$ cat config.mk
export PLATFORM = sky130hd
export DESIGN_NAME = bounded_unique_set_core
export DESIGN_NICKNAME = d
export VERILOG_FILES = /design/src/hdl/bus_pkg.sv /design/src/hdl/bus_datapath.sv /design/src/hdl/bus_ctrl.sv /design/src/hdl/bounded_unique_set_core.sv
export SDC_FILE = /design/constraint.sdc
export NUM_CORES = 1
export LEC_CHECK = 0
export ABC_AREA = 1
export BUFFER_PORTS_ARGS = -buffer_cell sky130_fd_sc_hd__buf_4
export CELL_PAD_IN_SITES_DETAIL_PLACEMENT = 2
export CELL_PAD_IN_SITES_GLOBAL_PLACEMENT = 2
export CORE_MARGIN = 2
export CORE_UTILIZATION = 36
export DETAILED_ROUTE_END_ITERATION = 8
export PLACE_DENSITY = 0.79
export SKIP_CTS_REPAIR_TIMING = 1
export SYNTH_ARGS = -nofsm -noshare
export SYNTH_HDL_FRONTEND = slang
export SYNTH_HIERARCHICAL = 1
export SYNTH_SLANG_ARGS = --single-unit
$ cat constraint.sdc
create_clock -name i_clk -period 4.85 [get_ports i_clk]
set_clock_uncertainty 0.2 [all_clocks]
set_input_delay 0.7275 -clock i_clk [delete_from_list [all_inputs] [get_ports i_clk]]
set_output_delay 0.7275 -clock i_clk [all_outputs]
set_load 0.01 [all_outputs]
$ cat src/hdl/bus_pkg.sv
package bus_pkg;

    // Set geometry
    localparam int CAPACITY  = 16;
    localparam int IDX_W     = $clog2(CAPACITY);
    localparam int CNT_W     = $clog2(CAPACITY + 1);
    localparam int VAL_W     = 32;
    localparam int OUT_CNT_W = 5;

    // Request opcodes
    localparam logic OP_INSERT = 1'b0;
    localparam logic OP_REMOVE = 1'b1;

    // Result status codes
    typedef enum logic [2:0] {
        ST_INSERTED = 3'd0,
        ST_PRESENT  = 3'd1,
        ST_FULL     = 3'd2,
        ST_REMOVED  = 3'd3,
        ST_ABSENT   = 3'd4
    } t_status_code;

    // Table update chosen by the controller
    typedef enum logic [1:0] {
        ACT_NONE,
        ACT_APPEND,
        ACT_SHIFT
    } t_act;

    // Controller states
    typedef enum logic [1:0] {
        S_IDLE,
        S_CMP,
        S_UPD
    } t_state;

    // Input word
    typedef struct packed {
        logic               op;
        logic signed [31:0] value;
    } t_in_word;

    // Output word
    typedef struct packed {
        t_status_code   status;
        logic [4:0]     count;
    } t_out_word;

    // Controller to datapath
    typedef struct packed {
        logic         load;
        logic         cmp;
        logic         upd;
        t_act         act;
        t_status_code code;
    } t_dp_cmd;

    // Datapath to controller
    typedef struct packed {
        logic op;
        logic full;
        logic hit;
    } t_dp_status;

endpackage

$ cat src/hdl/bus_datapath.sv
module bus_datapath (
    input  logic               i_clk,
    input  logic               i_rst_n,
    input  bus_pkg::t_in_word  i_in_word,
    input  bus_pkg::t_dp_cmd   i_cmd,
    output bus_pkg::t_dp_status o_status,
    output bus_pkg::t_out_word o_out_word
);
    import bus_pkg::*;

    logic [VAL_W-1:0] r_entry [CAPACITY];
    logic [CNT_W-1:0] r_count;
    logic [CNT_W-1:0] n_count;
    logic             r_op;
    logic [VAL_W-1:0] r_value;
    logic [CAPACITY-1:0] r_match;
    logic             r_hit;
    t_out_word        r_out;

    logic [CAPACITY-1:0] w_match;
    logic [CAPACITY-1:0] w_shift;

    // Per-cell compare, gated to occupied cells
    for (genvar i = 0; i < CAPACITY; i++) begin : g_cmp
        assign w_match[i] = (CNT_W'(i) < r_count) && (r_entry[i] == r_value);
        // cell shifts down when the hit sits at or below it
        assign w_shift[i] = |r_match[i:0];
    end

    // Count after the update
    always_comb begin
        case (i_cmd.act)
            ACT_APPEND: n_count = r_count + CNT_W'(1);
            ACT_SHIFT:  n_count = r_count - CNT_W'(1);
            default:    n_count = r_count;
        endcase
    end

    // Fill count
    always_ff @(posedge i_clk) begin
        if (!i_rst_n) begin
            r_count <= '0;
        end else if (i_cmd.upd) begin
            r_count <= n_count;
        end
    end

    // Request capture, compare result, output word
    always_ff @(posedge i_clk) begin
        if (i_cmd.load) begin
            r_op    <= i_in_word.op;
            r_value <= i_in_word.value;
        end
        if (i_cmd.cmp) begin
            r_match <= w_match;
            r_hit   <= |w_match;
        end
        if (i_cmd.upd) begin
            r_out.status <= i_cmd.code;
            r_out.count  <= OUT_CNT_W'(n_count);
        end
    end

    // Table cells: append at the fill count or close the gap
    always_ff @(posedge i_clk) begin
        if (i_cmd.upd && i_cmd.act == ACT_APPEND) begin
            r_entry[r_count[IDX_W-1:0]] <= r_value;
        end
        if (i_cmd.upd && i_cmd.act == ACT_SHIFT) begin
            for (int j = 0; j < CAPACITY - 1; j++) begin
                if (w_shift[j]) begin
                    r_entry[j] <= r_entry[j+1];
                end
            end
        end
    end

    assign o_status.op   = r_op;
    assign o_status.full = (r_count == CNT_W'(CAPACITY));
    assign o_status.hit  = r_hit;
    assign o_out_word    = r_out;

endmodule

$ cat src/hdl/bus_ctrl.sv
module bus_ctrl (
    input  logic                i_clk,
    input  logic                i_rst_n,
    input  logic                i_in_valid,
    output logic                o_in_stall,
    output logic                o_out_valid,
    input  logic                i_out_stall,
    input  bus_pkg::t_dp_status i_status,
    output bus_pkg::t_dp_cmd    o_cmd
);
    import bus_pkg::*;

    t_state r_state;
    t_state n_state;
    logic   r_out_valid;
    logic   w_upd_ok;
    logic   w_in_take;

    // Update fires once the output register is free or being drained
    assign w_upd_ok  = (r_state == S_UPD) && (!r_out_valid || !i_out_stall);
    assign w_in_take = i_in_valid && ((r_state == S_IDLE) || w_upd_ok);

    // Next state
    always_comb begin
        n_state = r_state;
        unique case (r_state)
            S_IDLE: if (w_in_take) n_state = S_CMP;
            S_CMP:  n_state = S_UPD;
            S_UPD: begin
                if (w_upd_ok) n_state = w_in_take ? S_CMP : S_IDLE;
            end
            default: n_state = S_IDLE;
        endcase
    end

    // Commands and result decode
    always_comb begin
        o_cmd.load = w_in_take;
        o_cmd.cmp  = (r_state == S_CMP);
        o_cmd.upd  = w_upd_ok;
        o_cmd.act  = ACT_NONE;
        o_cmd.code = ST_ABSENT;
        unique case (i_status.op)
            OP_INSERT: begin
                if (i_status.full) begin
                    o_cmd.code = ST_FULL;
                end else if (i_status.hit) begin
                    o_cmd.code = ST_PRESENT;
                end else begin
                    o_cmd.code = ST_INSERTED;
                    o_cmd.act  = ACT_APPEND;
                end
            end
            OP_REMOVE: begin
                if (i_status.hit) begin
                    o_cmd.code = ST_REMOVED;
                    o_cmd.act  = ACT_SHIFT;
                end
            end
            default: o_cmd.act = ACT_NONE;
        endcase
    end

    // State and output valid
    always_ff @(posedge i_clk) begin
        if (!i_rst_n) begin
            r_state     <= S_IDLE;
            r_out_valid <= 1'b0;
        end else begin
            r_state <= n_state;
            if (w_upd_ok) begin
                r_out_valid <= 1'b1;
            end else if (!i_out_stall) begin
                r_out_valid <= 1'b0;
            end
        end
    end

    assign o_in_stall  = !((r_state == S_IDLE) || w_upd_ok);
    assign o_out_valid = r_out_valid;

endmodule

$ cat src/hdl/bounded_unique_set_core.sv
// Bounded unique set: holds up to 16 distinct 32-bit values in insertion order.
// Input channel (i_in_valid / o_in_stall / i_in_word): one request word, an
// opcode (insert or remove) and a value. Output channel (o_out_valid /
// i_out_stall / o_out_word): one result word per request, a status code and
// the element count after the request.
// The request word is registered when the request is accepted; the parallel
// compare across all cells is registered in the compare step, and the table
// update (append or compaction shift) in the update step also loads the
// output register; the update waits while a stalled result still holds.
// The controller runs the compare/update sequence for each request; the next
// request is taken in the update cycle, before the previous result is out.
// Reset (synchronous, active low) empties the set and drops any pending
// result; cell contents are not cleared and never compared above the count.
// A stalled result holds in the output register; one more request may be
// taken and compared, and it waits in the update step until the output
// register drains.
module bounded_unique_set_core (
    input  logic               i_clk,
    input  logic               i_rst_n,
    input  logic               i_in_valid,
    output logic               o_in_stall,
    input  bus_pkg::t_in_word  i_in_word,
    output logic               o_out_valid,
    input  logic               i_out_stall,
    output bus_pkg::t_out_word o_out_word
);
    import bus_pkg::*;

    t_dp_cmd    w_cmd;
    t_dp_status w_status;

    bus_ctrl u_ctrl (
        .i_clk       (i_clk),
        .i_rst_n     (i_rst_n),
        .i_in_valid  (i_in_valid),
        .o_in_stall  (o_in_stall),
        .o_out_valid (o_out_valid),
        .i_out_stall (i_out_stall),
        .i_status    (w_status),
        .o_cmd       (w_cmd)
    );

    bus_datapath u_datapath (
        .i_clk      (i_clk),
        .i_rst_n    (i_rst_n),
        .i_in_word  (i_in_word),
        .i_cmd      (w_cmd),
        .o_status   (w_status),
        .o_out_word (o_out_word)
    );

endmodule

**Yosys cells after proc, flatten, opt, wreduce, memory -nomap -nowiden**

Memory sizes are Yosys's and may differ from the RTL's.
Cells that the tools add are included.
Widths: inputs -> output; s select.

- Memories kept: 1
- Bits in writable memories: 512
- Register bits: 65
- Bits of input ports: 37

Memory list:

| memory | depth | bits a word | read ports | clocked after Yosys merged registers in | write ports | RTL line | RTL |
|---|---|---|---|---|---|---|---|
| u_datapath.r_entry | 16 | 32 | 16 | 0 | 15 | bus_datapath.sv:11 | `logic [VAL_W-1:0] r_entry [CAPACITY];` |

- Multiplexer cells: 63
- Add/sub/neg operators: 2
- Bitwise logic cells: 1
- Equal/unequal tests: 24
- Magnitude comparators: 16
- Reductions and logical operators: 43

Operators with widths:

| operator | count |
|---|---|
| $eq 32x32->1 | 16 |
| $mux 1 | 54 |
| $lt 4x5->1 const A | 8 |
| $mux 32 | 1 |
| $reduce_or 32->1 | 1 |
| $logic_and 1x1->1 | 20 |
| $lt 3x5->1 const A | 4 |
| $pmux 5 s2 | 2 |
| $reduce_or 16->1 | 1 |
| $reduce_or 15->1 | 1 |
| $reduce_or 14->1 | 1 |
| $reduce_or 13->1 | 1 |
| $reduce_or 12->1 | 1 |
| $reduce_or 11->1 | 1 |
| $lt 1x5->1 const A | 2 |
| $lt 2x5->1 const A | 2 |
| $reduce_or 10->1 | 1 |
| $reduce_or 9->1 | 1 |
| $reduce_or 8->1 | 1 |
| $reduce_or 7->1 | 1 |
| $ne 2x1->1 const B | 3 |
| $pmux 2 s3 | 1 |
| $reduce_or 6->1 | 1 |
| $add 5x1->5 const B | 1 |
| other kinds (17) | 23 |

**Longest topological paths before layout**

Gate-level depths: netlist of the first run.

- Depth in word-level cells: 9
- Depth in mapped cells: 15
- Depth with buffers taken out: 14

**Hierarchy**

The synthesis of the first run kept the hierarchy.

By module, submodules not included:

| module | seq. area each (um2) | cells each | instances | area an instance (um2) |
|---|---|---|---|---|
| bus_datapath | 17186.5 | 3679 | 1 | 31093.6 |
| bus_ctrl | 60.1 | 34 | 1 | 197.7 |

**Worst setup path after synthesis of the first run**

Ideal clock, no wire load.

- Kind: register -> register
- Start point: reg u_datapath.r_count[0]
- End point: mem u_datapath.r_entry[0][0], enable pin
- Path slack: 0.288 ns
- Stages on the path, launching flop included: 9
- Arrival time: 3.892 ns
- Path buffers: 0
- Data required time: 4.180 ns
- Library setup time: 0.470 ns
- Cell sequence: dfxtp_1 > inv_1 > ha_1 > inv_1 > nor3_1 > nor3_1 > ha_1 > nand2_1 > o31ai_1

RTL lines:

| element | RTL line | RTL |
|---|---|---|
| from (decl) | bus_datapath.sv:12 | `logic [CNT_W-1:0] r_count;` |
| from (signal assigned) | bus_datapath.sv:44 | `r_count <= n_count;` |
| to (decl) | bus_datapath.sv:11 |  |

==> summary.txt, run 1 <==
Outcome
  • Outcome: completed

Worst hold path
  • Worst hold path depth: 1
  • Hold_sp: i_in_word[0]
  • Hold EP: u_datapath/r_value[0]
  • Min-Delay Path Class: primary input to flip-flop

Floorplan
  • Die Height: 299 um
  • FP Rows: 108
  • Core area: 0.0865 sq mm
  • Die footprint: 0.0893 sq mm
  • Die X: 299 um
  • Starting Density: 36.2%
  • Top-Level Pins: 47

Placed design
  • Gpl congestion: 0.858
  • Port Buffer Count: 46
  • Hpwl dp: 91100 um

Setup path
  • Required time worst endpoint: 4.90 ns
  • Crit Path Class: flip-flop to flip-flop
  • Setup crit end kind: flip-flop
  • Crit Path Max Fanout: 32
  • R2r startpoint: u_datapath/r_count[0]
  • Worst Setup Start Kind: flip-flop
  • R2r setup slk: 0.80 ns
  • Reg2Reg Depth: 10
  • Arrival @ worst endpoint: 4.10 ns
  • Critical R2R Capture: u_datapath/r_entry[5][8]

Power
  • LEAKAGE: 14.5 nW
  • Worst IR drop on VDD: 281 uV
  • Pwr/cell area: 337 mW/mm^2

Detailed routing
  • DRT antenna net count: 0
  • Initial DRC count: 1626
  • First-pass DRT Iterations: 7
  • Post-DR vias/cell: 5.39
  • Drt wl/cell: 25.8 um
  • Routed vias: 26375
  • Total Wirelength: 126000 um
  • Residual DRC count: 0

Clocking
  • Clock Pin Slew Worst Setup and Hold Paths: 0.06 ns
  • Inserted Clock Buffers: 72
  • Clk_lat worst skew: 0.64 ns
  • Clock root buffer: clkbuf_16
  • Htree depth: 3
  • CTS sink cnt: 577
  • Clock Tree Buf Depth: 3
  • CTS tree: done

Global route
  • Largest net degree at the start of global routing: 67
  • Initial antenna violation count: 4
  • Total gr overflow: 0
  • Gr usage total: 28.2%
  • Vias in the first global route: 28480
  • First-pass GRT wire length: 186000 um

Final layout
  • Area Overhead vs Synth: 11.8%
  • Layout cell share with drive strength beyond 1: 7.10%
  • # diodes: 0
  • Commonest non-fill, non-tap cell in the layout: nand2_1
  • Commonest non-fill, non-tap cells in the layout: nand2_1 (1099), edfxtp_1 (569), nor2_1 (458), o21ai_0 (424), inv_1 (350)
  • Fin util: 40.5%
  • Nets: 3729

Yosys
  • Mapped Area: 0.0313 sq mm
  • Biggest area consumer among synthesized cells: edfxtp_1
  • Seq/Total Area, Yosys: 55.1%
  • Mean Syn Cell Area: 8.43 sq um
  • EDFF count, synth: 569
  • Yosys top cell area share: 54.6%
  • #FFs+latches synth: 577
  • Synth Instances: 3713
  • Yosys Warn Count: 6
  • Syn_nets: 3757
  • Synth area leaders: edfxtp_1 (55%), nand2_1 (13%), o21ai_0 (7.0%)
  • Most used DFF post-synth: edfxtp_1
  • Yosys cell types: 33
  • Asr flop ratio synth: 0%

STA
  • Final min period: 4.05 ns
  • Final hold violation count: 0
  • RSZ-0062 raised after global routing: no
  • Worst slew pin tran: 1.15 ns
  • Endpoints failing setup: 0
  • Final period util: 83.4%
  • Final TNS setup: 0 ns
  • Worst slew margin: 23.1%
  • Final slew viol count: 0
  • Fmax: 247 MHz
  • Fin Hold WS: 0.0674 ns

Job
  • Max-cap violations: 0
## synth_stat cells (2+ instances only)
| library cell | number |
|---|---|
| nand2_1 | 1108 |
| edfxtp_1 | 569 |
| nor2_1 | 459 |
| o21ai_0 | 438 |
| inv_1 | 351 |
| a21oi_1 | 191 |
| xor2_1 | 147 |
| clkbuf_1 | 104 |
| buf_2 | 78 |
| nand3_1 | 49 |
| nand4_1 | 49 |
| buf_1 | 26 |
| nor3_1 | 26 |
| buf_4 | 22 |
| xnor2_1 | 20 |
| o21ai_1 | 15 |
| buf_6 | 11 |
| clkinv_1 | 11 |
| o211ai_1 | 9 |
| dfxtp_1 | 8 |
| ha_1 | 7 |
| o21ai_2 | 3 |
| o22ai_1 | 2 |
## metrics by stage
stage               cell area, sq um  setup slack, ns  power [W]  instances
floorplan                      31300            0.288    0.00629       3713
global placement               32800             1.08    0.00671       4766
detailed placement             32800            0.818    0.00677       4766
CTS                            35000            0.796     0.0119       4889
global route                   35000            0.583     0.0122       4889
finish                         35000            0.804     0.0118       4889
## report_power, final
group	internal, W	switching (W)	total [W]	leakage (nW)
sequential	0.00556	0.0000506	0.00561	5.22
clock	0.00294	0.00220	0.00514	1.05
combinational	0.000282	0.000778	0.00106	8.25
total	0.00878	0.00303	0.0118	14.5
## area by class of cell
type | count | area, sq um
Fill cell | 9689 | 51500
Sequential cell | 577 | 17200
Multi-Input combinational cell | 2532 | 11700
Clock buffer | 90 | 1910
Tap cell | 1155 | 1450
Inverter | 363 | 1360
Timing Repair Buffer | 139 | 1040
Clock inverter | 33 | 241
## flip-flops by register name (all words and copies together) (netlist names)
name                   count
u_datapath/r_entry       512
u_datapath/r_value        32
u_datapath/r_match        15
u_datapath/o_out_word      8
u_datapath/r_count         5
u_ctrl/r_state             2
u_ctrl/o_out_valid         1
u_datapath/r_hit           1
u_datapath/r_op            1
## worst max-delay path: stages (launching register included)
cell and delay, ns:
dfxtp_1 0.49, inv_1 0.19, ha_1 0.25, inv_1 0.12
nor3_1 0.10, nor3_1 0.34, ha_1 0.36, nand2_1 0.15
inv_1 0.14, nand2_1 0.34, o21ai_4 0.97
## how the worst max path moves through the flow
stage          depth (start not counted)  slack [ns]                  start                         to
2_1_floorplan                          8        0.29  u_datapath/r_count[0]   u_datapath/r_entry[0][0]
3_3_place_gp                           9        1.08  u_datapath/r_count[3]   u_datapath/r_entry[5][8]
3_5_place_dp                          10        0.82  u_datapath/r_count[0]  u_datapath/r_entry[5][11]
4_1_cts                                9        0.80  u_datapath/r_count[3]  u_datapath/r_entry[5][19]
5_1_grt                                9        0.58  u_datapath/r_count[3]  u_datapath/r_entry[5][22]
6_report                              10        0.80  u_datapath/r_count[0]   u_datapath/r_entry[5][8]
## cells by family (layout without fill, tap and decap cells)
| group | Yosys count | count (layout) | share of synthesized area (%) |
|---|---|---|---|
| DFF | 577 | 577 | 55.1 |
| buffers and inverters | 604 | 625 | 8.09 |
| adders and majority gates | 7 | 7 | 0.280 |
| AOI/OAI and AO/OA | 663 | 663 | 10.8 |
| xor gates and xnor gates | 167 | 167 | 4.67 |
| and+or+nand+nor | 1695 | 1695 | 21.1 |
## metal layers
layer / vias up / wire (um) / track usage, %
met5: - / 0 / 0
met4: 0 / 6510 / 13.0
met3: 271 / 4290 / 3.47
met2: 562 / 65800 / 52.3
met1: 13526 / 49300 / 32.3
li1: 12016 / - / -
(Power assumes the default switching activity.)
==> run 2, diff against run 1 <==
- ABC_AREA: 1 -> 0
- CORE_UTILIZATION: 36 -> 47
- PLACE_DENSITY: 0.79 -> 0.83
- clock period: 4.85 -> 4.01 ns (I/O delays scaled with it)
==> run 2 against run 1 <==
  * Highest routed layer is now met5
  * Sequential power up 22%
  * Area after synthesis down 3.9%
  * Register-to-register slack worse by 0.79 ns
  * Synthesized cell count down 43%
==> summary.txt, run 2 <==
Outcome
  • Outcome: completed

Floorplan
  • Top-Level Pins: 47 (unchanged)
  • Starting Density: 47.6% (+11 points)
  • Core area: 0.0632 sq mm (-27%)
  • Die Height: 257 um (-14%)
  • FP Rows: 92 (-15%)
  • Die X: 257 um (-14%)
  • Die footprint: 0.0660 sq mm (-26%)

Clocking
  • Inserted Clock Buffers: 68 (-5.6%)
  • CTS sink cnt: 577 (unchanged)
  • CTS tree: done
  • Clk_lat worst skew: 0.64 ns (about the same)
  • Clock Pin Slew Worst Setup and Hold Paths: 0.07 ns (about the same)
  • Clock Tree Buf Depth: 3 (unchanged)
  • Htree depth: 3 (unchanged)
  • Clock root buffer: clkbuf_16

Yosys
  • Synth area leaders: edfxtp_1 (57%), mux2_2 (18%), xor2_1 (9.1%)
  • Syn_nets: 2149 (-43%)
  • Count leader, synth: edfxtp_1
  • EDFF count, synth: 569 (unchanged)
  • #FFs+latches synth: 577 (unchanged)
  • Yosys cell types: 54 (+64%)
  • Mean Syn Cell Area: 14.3 sq um (+69%)
  • Asr flop ratio synth: 0% (unchanged)
  • Biggest area consumer among synthesized cells: edfxtp_1
  • Yosys top cell area share: 56.8% (+2.2 points)
  • Synth Instances: 2105 (-43%)
  • Mapped Area: 0.0301 sq mm (-3.9%)
  • Seq/Total Area, Yosys: 57.4% (+2.3 points)
  • Top post-synthesis cells by count: edfxtp_1 (569), mux2_2 (479), xor2_1 (314)
  • Most used DFF post-synth: edfxtp_1
  • Yosys Warn Count: 6 (unchanged)

Detailed routing
  • Residual DRC count: 0 (unchanged)
  • Initial DRC count: 2296 (+41%)
  • Drt wl/cell: 40.7 um (+58%)
  • First-pass DRT Iterations: 6 (-1)
  • DRT antenna net count: 0 (unchanged)
  • Total Wirelength: 125000 um (-0.74%)
  • Post-DR vias/cell: 6.67 (+24%)
  • Routed vias: 20474 (-22%)

Final layout
  • Most flops, register: u_datapath/r_entry
  • Design area: 0.0341 sq mm (-2.6%)
  • Nets: 2219 (-40%)
  • Fin util: 53.9% (+13 points)
  • Top Registers: u_datapath/r_entry: 512 flops, u_datapath/r_value: 32 flops, u_datapath/r_match: 15 flops
  • Area Overhead vs Synth: 13.4%
  • Commonest non-fill, non-tap cell in the layout: edfxtp_1
  • Largest register FFs: 512 (unchanged)
  • Commonest non-fill, non-tap cells in the layout: edfxtp_1 (569), mux2_2 (479), xor2_1 (314), xnor2_1 (198), buf_4 (151)
  • Layout cell share with drive strength beyond 1: 34.3% (+27 points)

Global route
  • First-pass GRT wire length: 164000 um (-12%)
  • Largest net degree at the start of global routing: 34 (-49%)
  • Initial antenna violation count: 4 (unchanged)
  • Vias in the first global route: 21635 (-24%)
  • Total gr overflow: 0 (unchanged)
  • Gr usage total: 34.7% (+6.5 points)

Placed design
  • Post-Place Setup Slack: 0.204 ns (-0.614 ns)
  • Port Buffer Count: 46 (unchanged)
  • Gpl congestion: 0.867 (+1.0%)
  • Hpwl dp: 72600 um (-20%)
  • Post-place instance area: 0.0317 sq mm (-3.4%)

Setup path
  • Delay-heaviest family, CP: simple AND/OR/NAND/NOR gates
  • R2r setup slk: 0.009 ns (-0.79 ns)
  • Arrival @ worst endpoint: 4.17 ns (+0.07 ns)
  • Buf/Inv on CP: 1 (-2)
  • Critical-path top delay cell: or4_1
  • Setup crit end kind: flip-flop
  • Crit path cell chain: or4_1 > or4b_4 > nand4bb_1 > nor3_2 > nor2_2 > buf_4 > mux2_2
  • Required time worst endpoint: 4.18 ns (-0.72 ns)
  • Crit Path Max Fanout: 32 (unchanged)
  • Worst Setup Start Kind: flip-flop
  • Crit Path Class: flip-flop to flip-flop
  • Crit-path max cell delay: 0.71 ns (-0.26 ns)

Power
  • Pwr/cell area: 417 mW/mm^2 (+23%)
  • Psw: 0.00367 W (+21%)
  • Switching share of power: 25.9% (+0.20 points)
  • Clock network power share: 43.1% (-0.4 points)
  • Total power draw: 0.0142 W (+20%)
  • Gate power share: 8.7% (-0.3 points)
  • Worst IR drop on VDD: 320 uV (+14%)
  • P_int: 0.0105 W (+20%)
  • Flop pwr share: 48.1% (+0.6 points)
  • LEAKAGE: 11.4 nW (-22%)

STA
  • Final period util: 99.8% (+16 points)
  • RSZ-0062 raised after global routing: no
  • Final Worst Setup Slack: 0.00937 ns (-0.794 ns)
  • Final hold violation count: 0 (unchanged)
  • Endpoints failing setup: 0 (unchanged)
  • Final min period: 4.00 ns (-0.0458 ns)
  • Fmax: 250 MHz (+1.1%)
  • Worst slew margin: 20.1% (-3.0 points)
  • Worst slew pin tran: 1.20 ns (+0.0499 ns)
  • Final slew viol count: 0 (unchanged)

Job
  • Max-cap violations: 0 (unchanged)

Worst hold path
  • Min-Delay Path Class: primary input to flip-flop
## run 2: cell count changes after synthesis, moves of 35 or more
cell | before | now
a21oi_1 | 191 | 8
inv_1 | 351 | 12
xnor2_1 | 20 | 198
clkbuf_1 | 104 | 139
mux2_2 | 0 | 479
nor4_1 | 1 | 82
o21ai_0 | 438 | 16
buf_2 | 78 | 40
xor2_1 | 147 | 314
nor2_1 | 459 | 23
nand2_1 | 1108 | 18
## run 2: layout make-up
class / instances / area (sq um)
Sequential cell: 577 / 17200
Antenna cell: 1 / 2.50
Fill cell: 5621 / 29100
Clock buffer: 89 / 1850
Clock inverter: 30 / 166
Inverter: 12 / 45.0
Multi-Input combinational cell: 1323 / 12000
Timing Repair Buffer: 193 / 1650
Tap cell: 846 / 1060
## run 2: per-stage QoR
step / TNS, ns / cells / hold slack [ns]
floorplan: -80.97 / 2105 / 0.224
detailed placement: 0 / 2919 / 0.331
CTS: 0 / 3038 / -0.0629
global route: 0 / 3070 / 0.0136
finish: 0 / 3071 / 0.0227
global placement: 0 / 2919 / 0.290
## run 2: worst paths after layout
kind / depth (start not counted) / endpoint / from
worst max-delay path: 7 / u_datapath/r_entry[14][17] / u_datapath/r_match[0]
worst min-delay path: 1 / u_datapath/r_value[23] / i_in_word[23]
worst max register to register: 7 / u_datapath/r_entry[14][17] / u_datapath/r_match[0]
worst min register to register: 2 / u_ctrl/o_out_valid / u_ctrl/o_out_valid
## run 2: power by group through the flow
stage	logic (W)	clock network, W	registers [W]
after floorplan	0.000727	0	0.00686
after global placement	0.00100	0	0.00694
after detailed placement	0.00109	0	0.00694
after CTS	0.00115	0.00604	0.00682
after global routing	0.00127	0.00632	0.00683
final	0.00124	0.00612	0.00683
## run 2: layer usage
| metal | GRT usage [%] | part of all wire (%) | up-vias |
|---|---|---|---|
| li1 | - | - | 7853 |
| met1 | 41.4 | 37 | 10812 |
| met2 | 60.3 | 49 | 1324 |
| met3 | 6.43 | 7.3 | 481 |
| met4 | 17.6 | 6.7 | 4 |
| met5 | 0 | 0.022 | - |
## run 2: kinds of logic after synthesis
family	count (synthesis)	share of synthesized area, %
AOI/OAI and AO/OA	56	1.26
xor gates and xnor gates	512	14.9
adders and majority gates	7	0.291
buffers and inverters	205	2.91
DFF	577	57.4
muxes	484	18.1
and+or+nand+nor	264	5.12
## run 2: worst reg2reg max path: stages (launching register included)
cell       delay [ns]
edfxtp_1         0.51
or4_1            0.72
or4b_4           0.61
nand4bb_1        0.39
nor3_2           0.49
nor2_2           0.11
buf_4            0.31
mux2_2           0.41
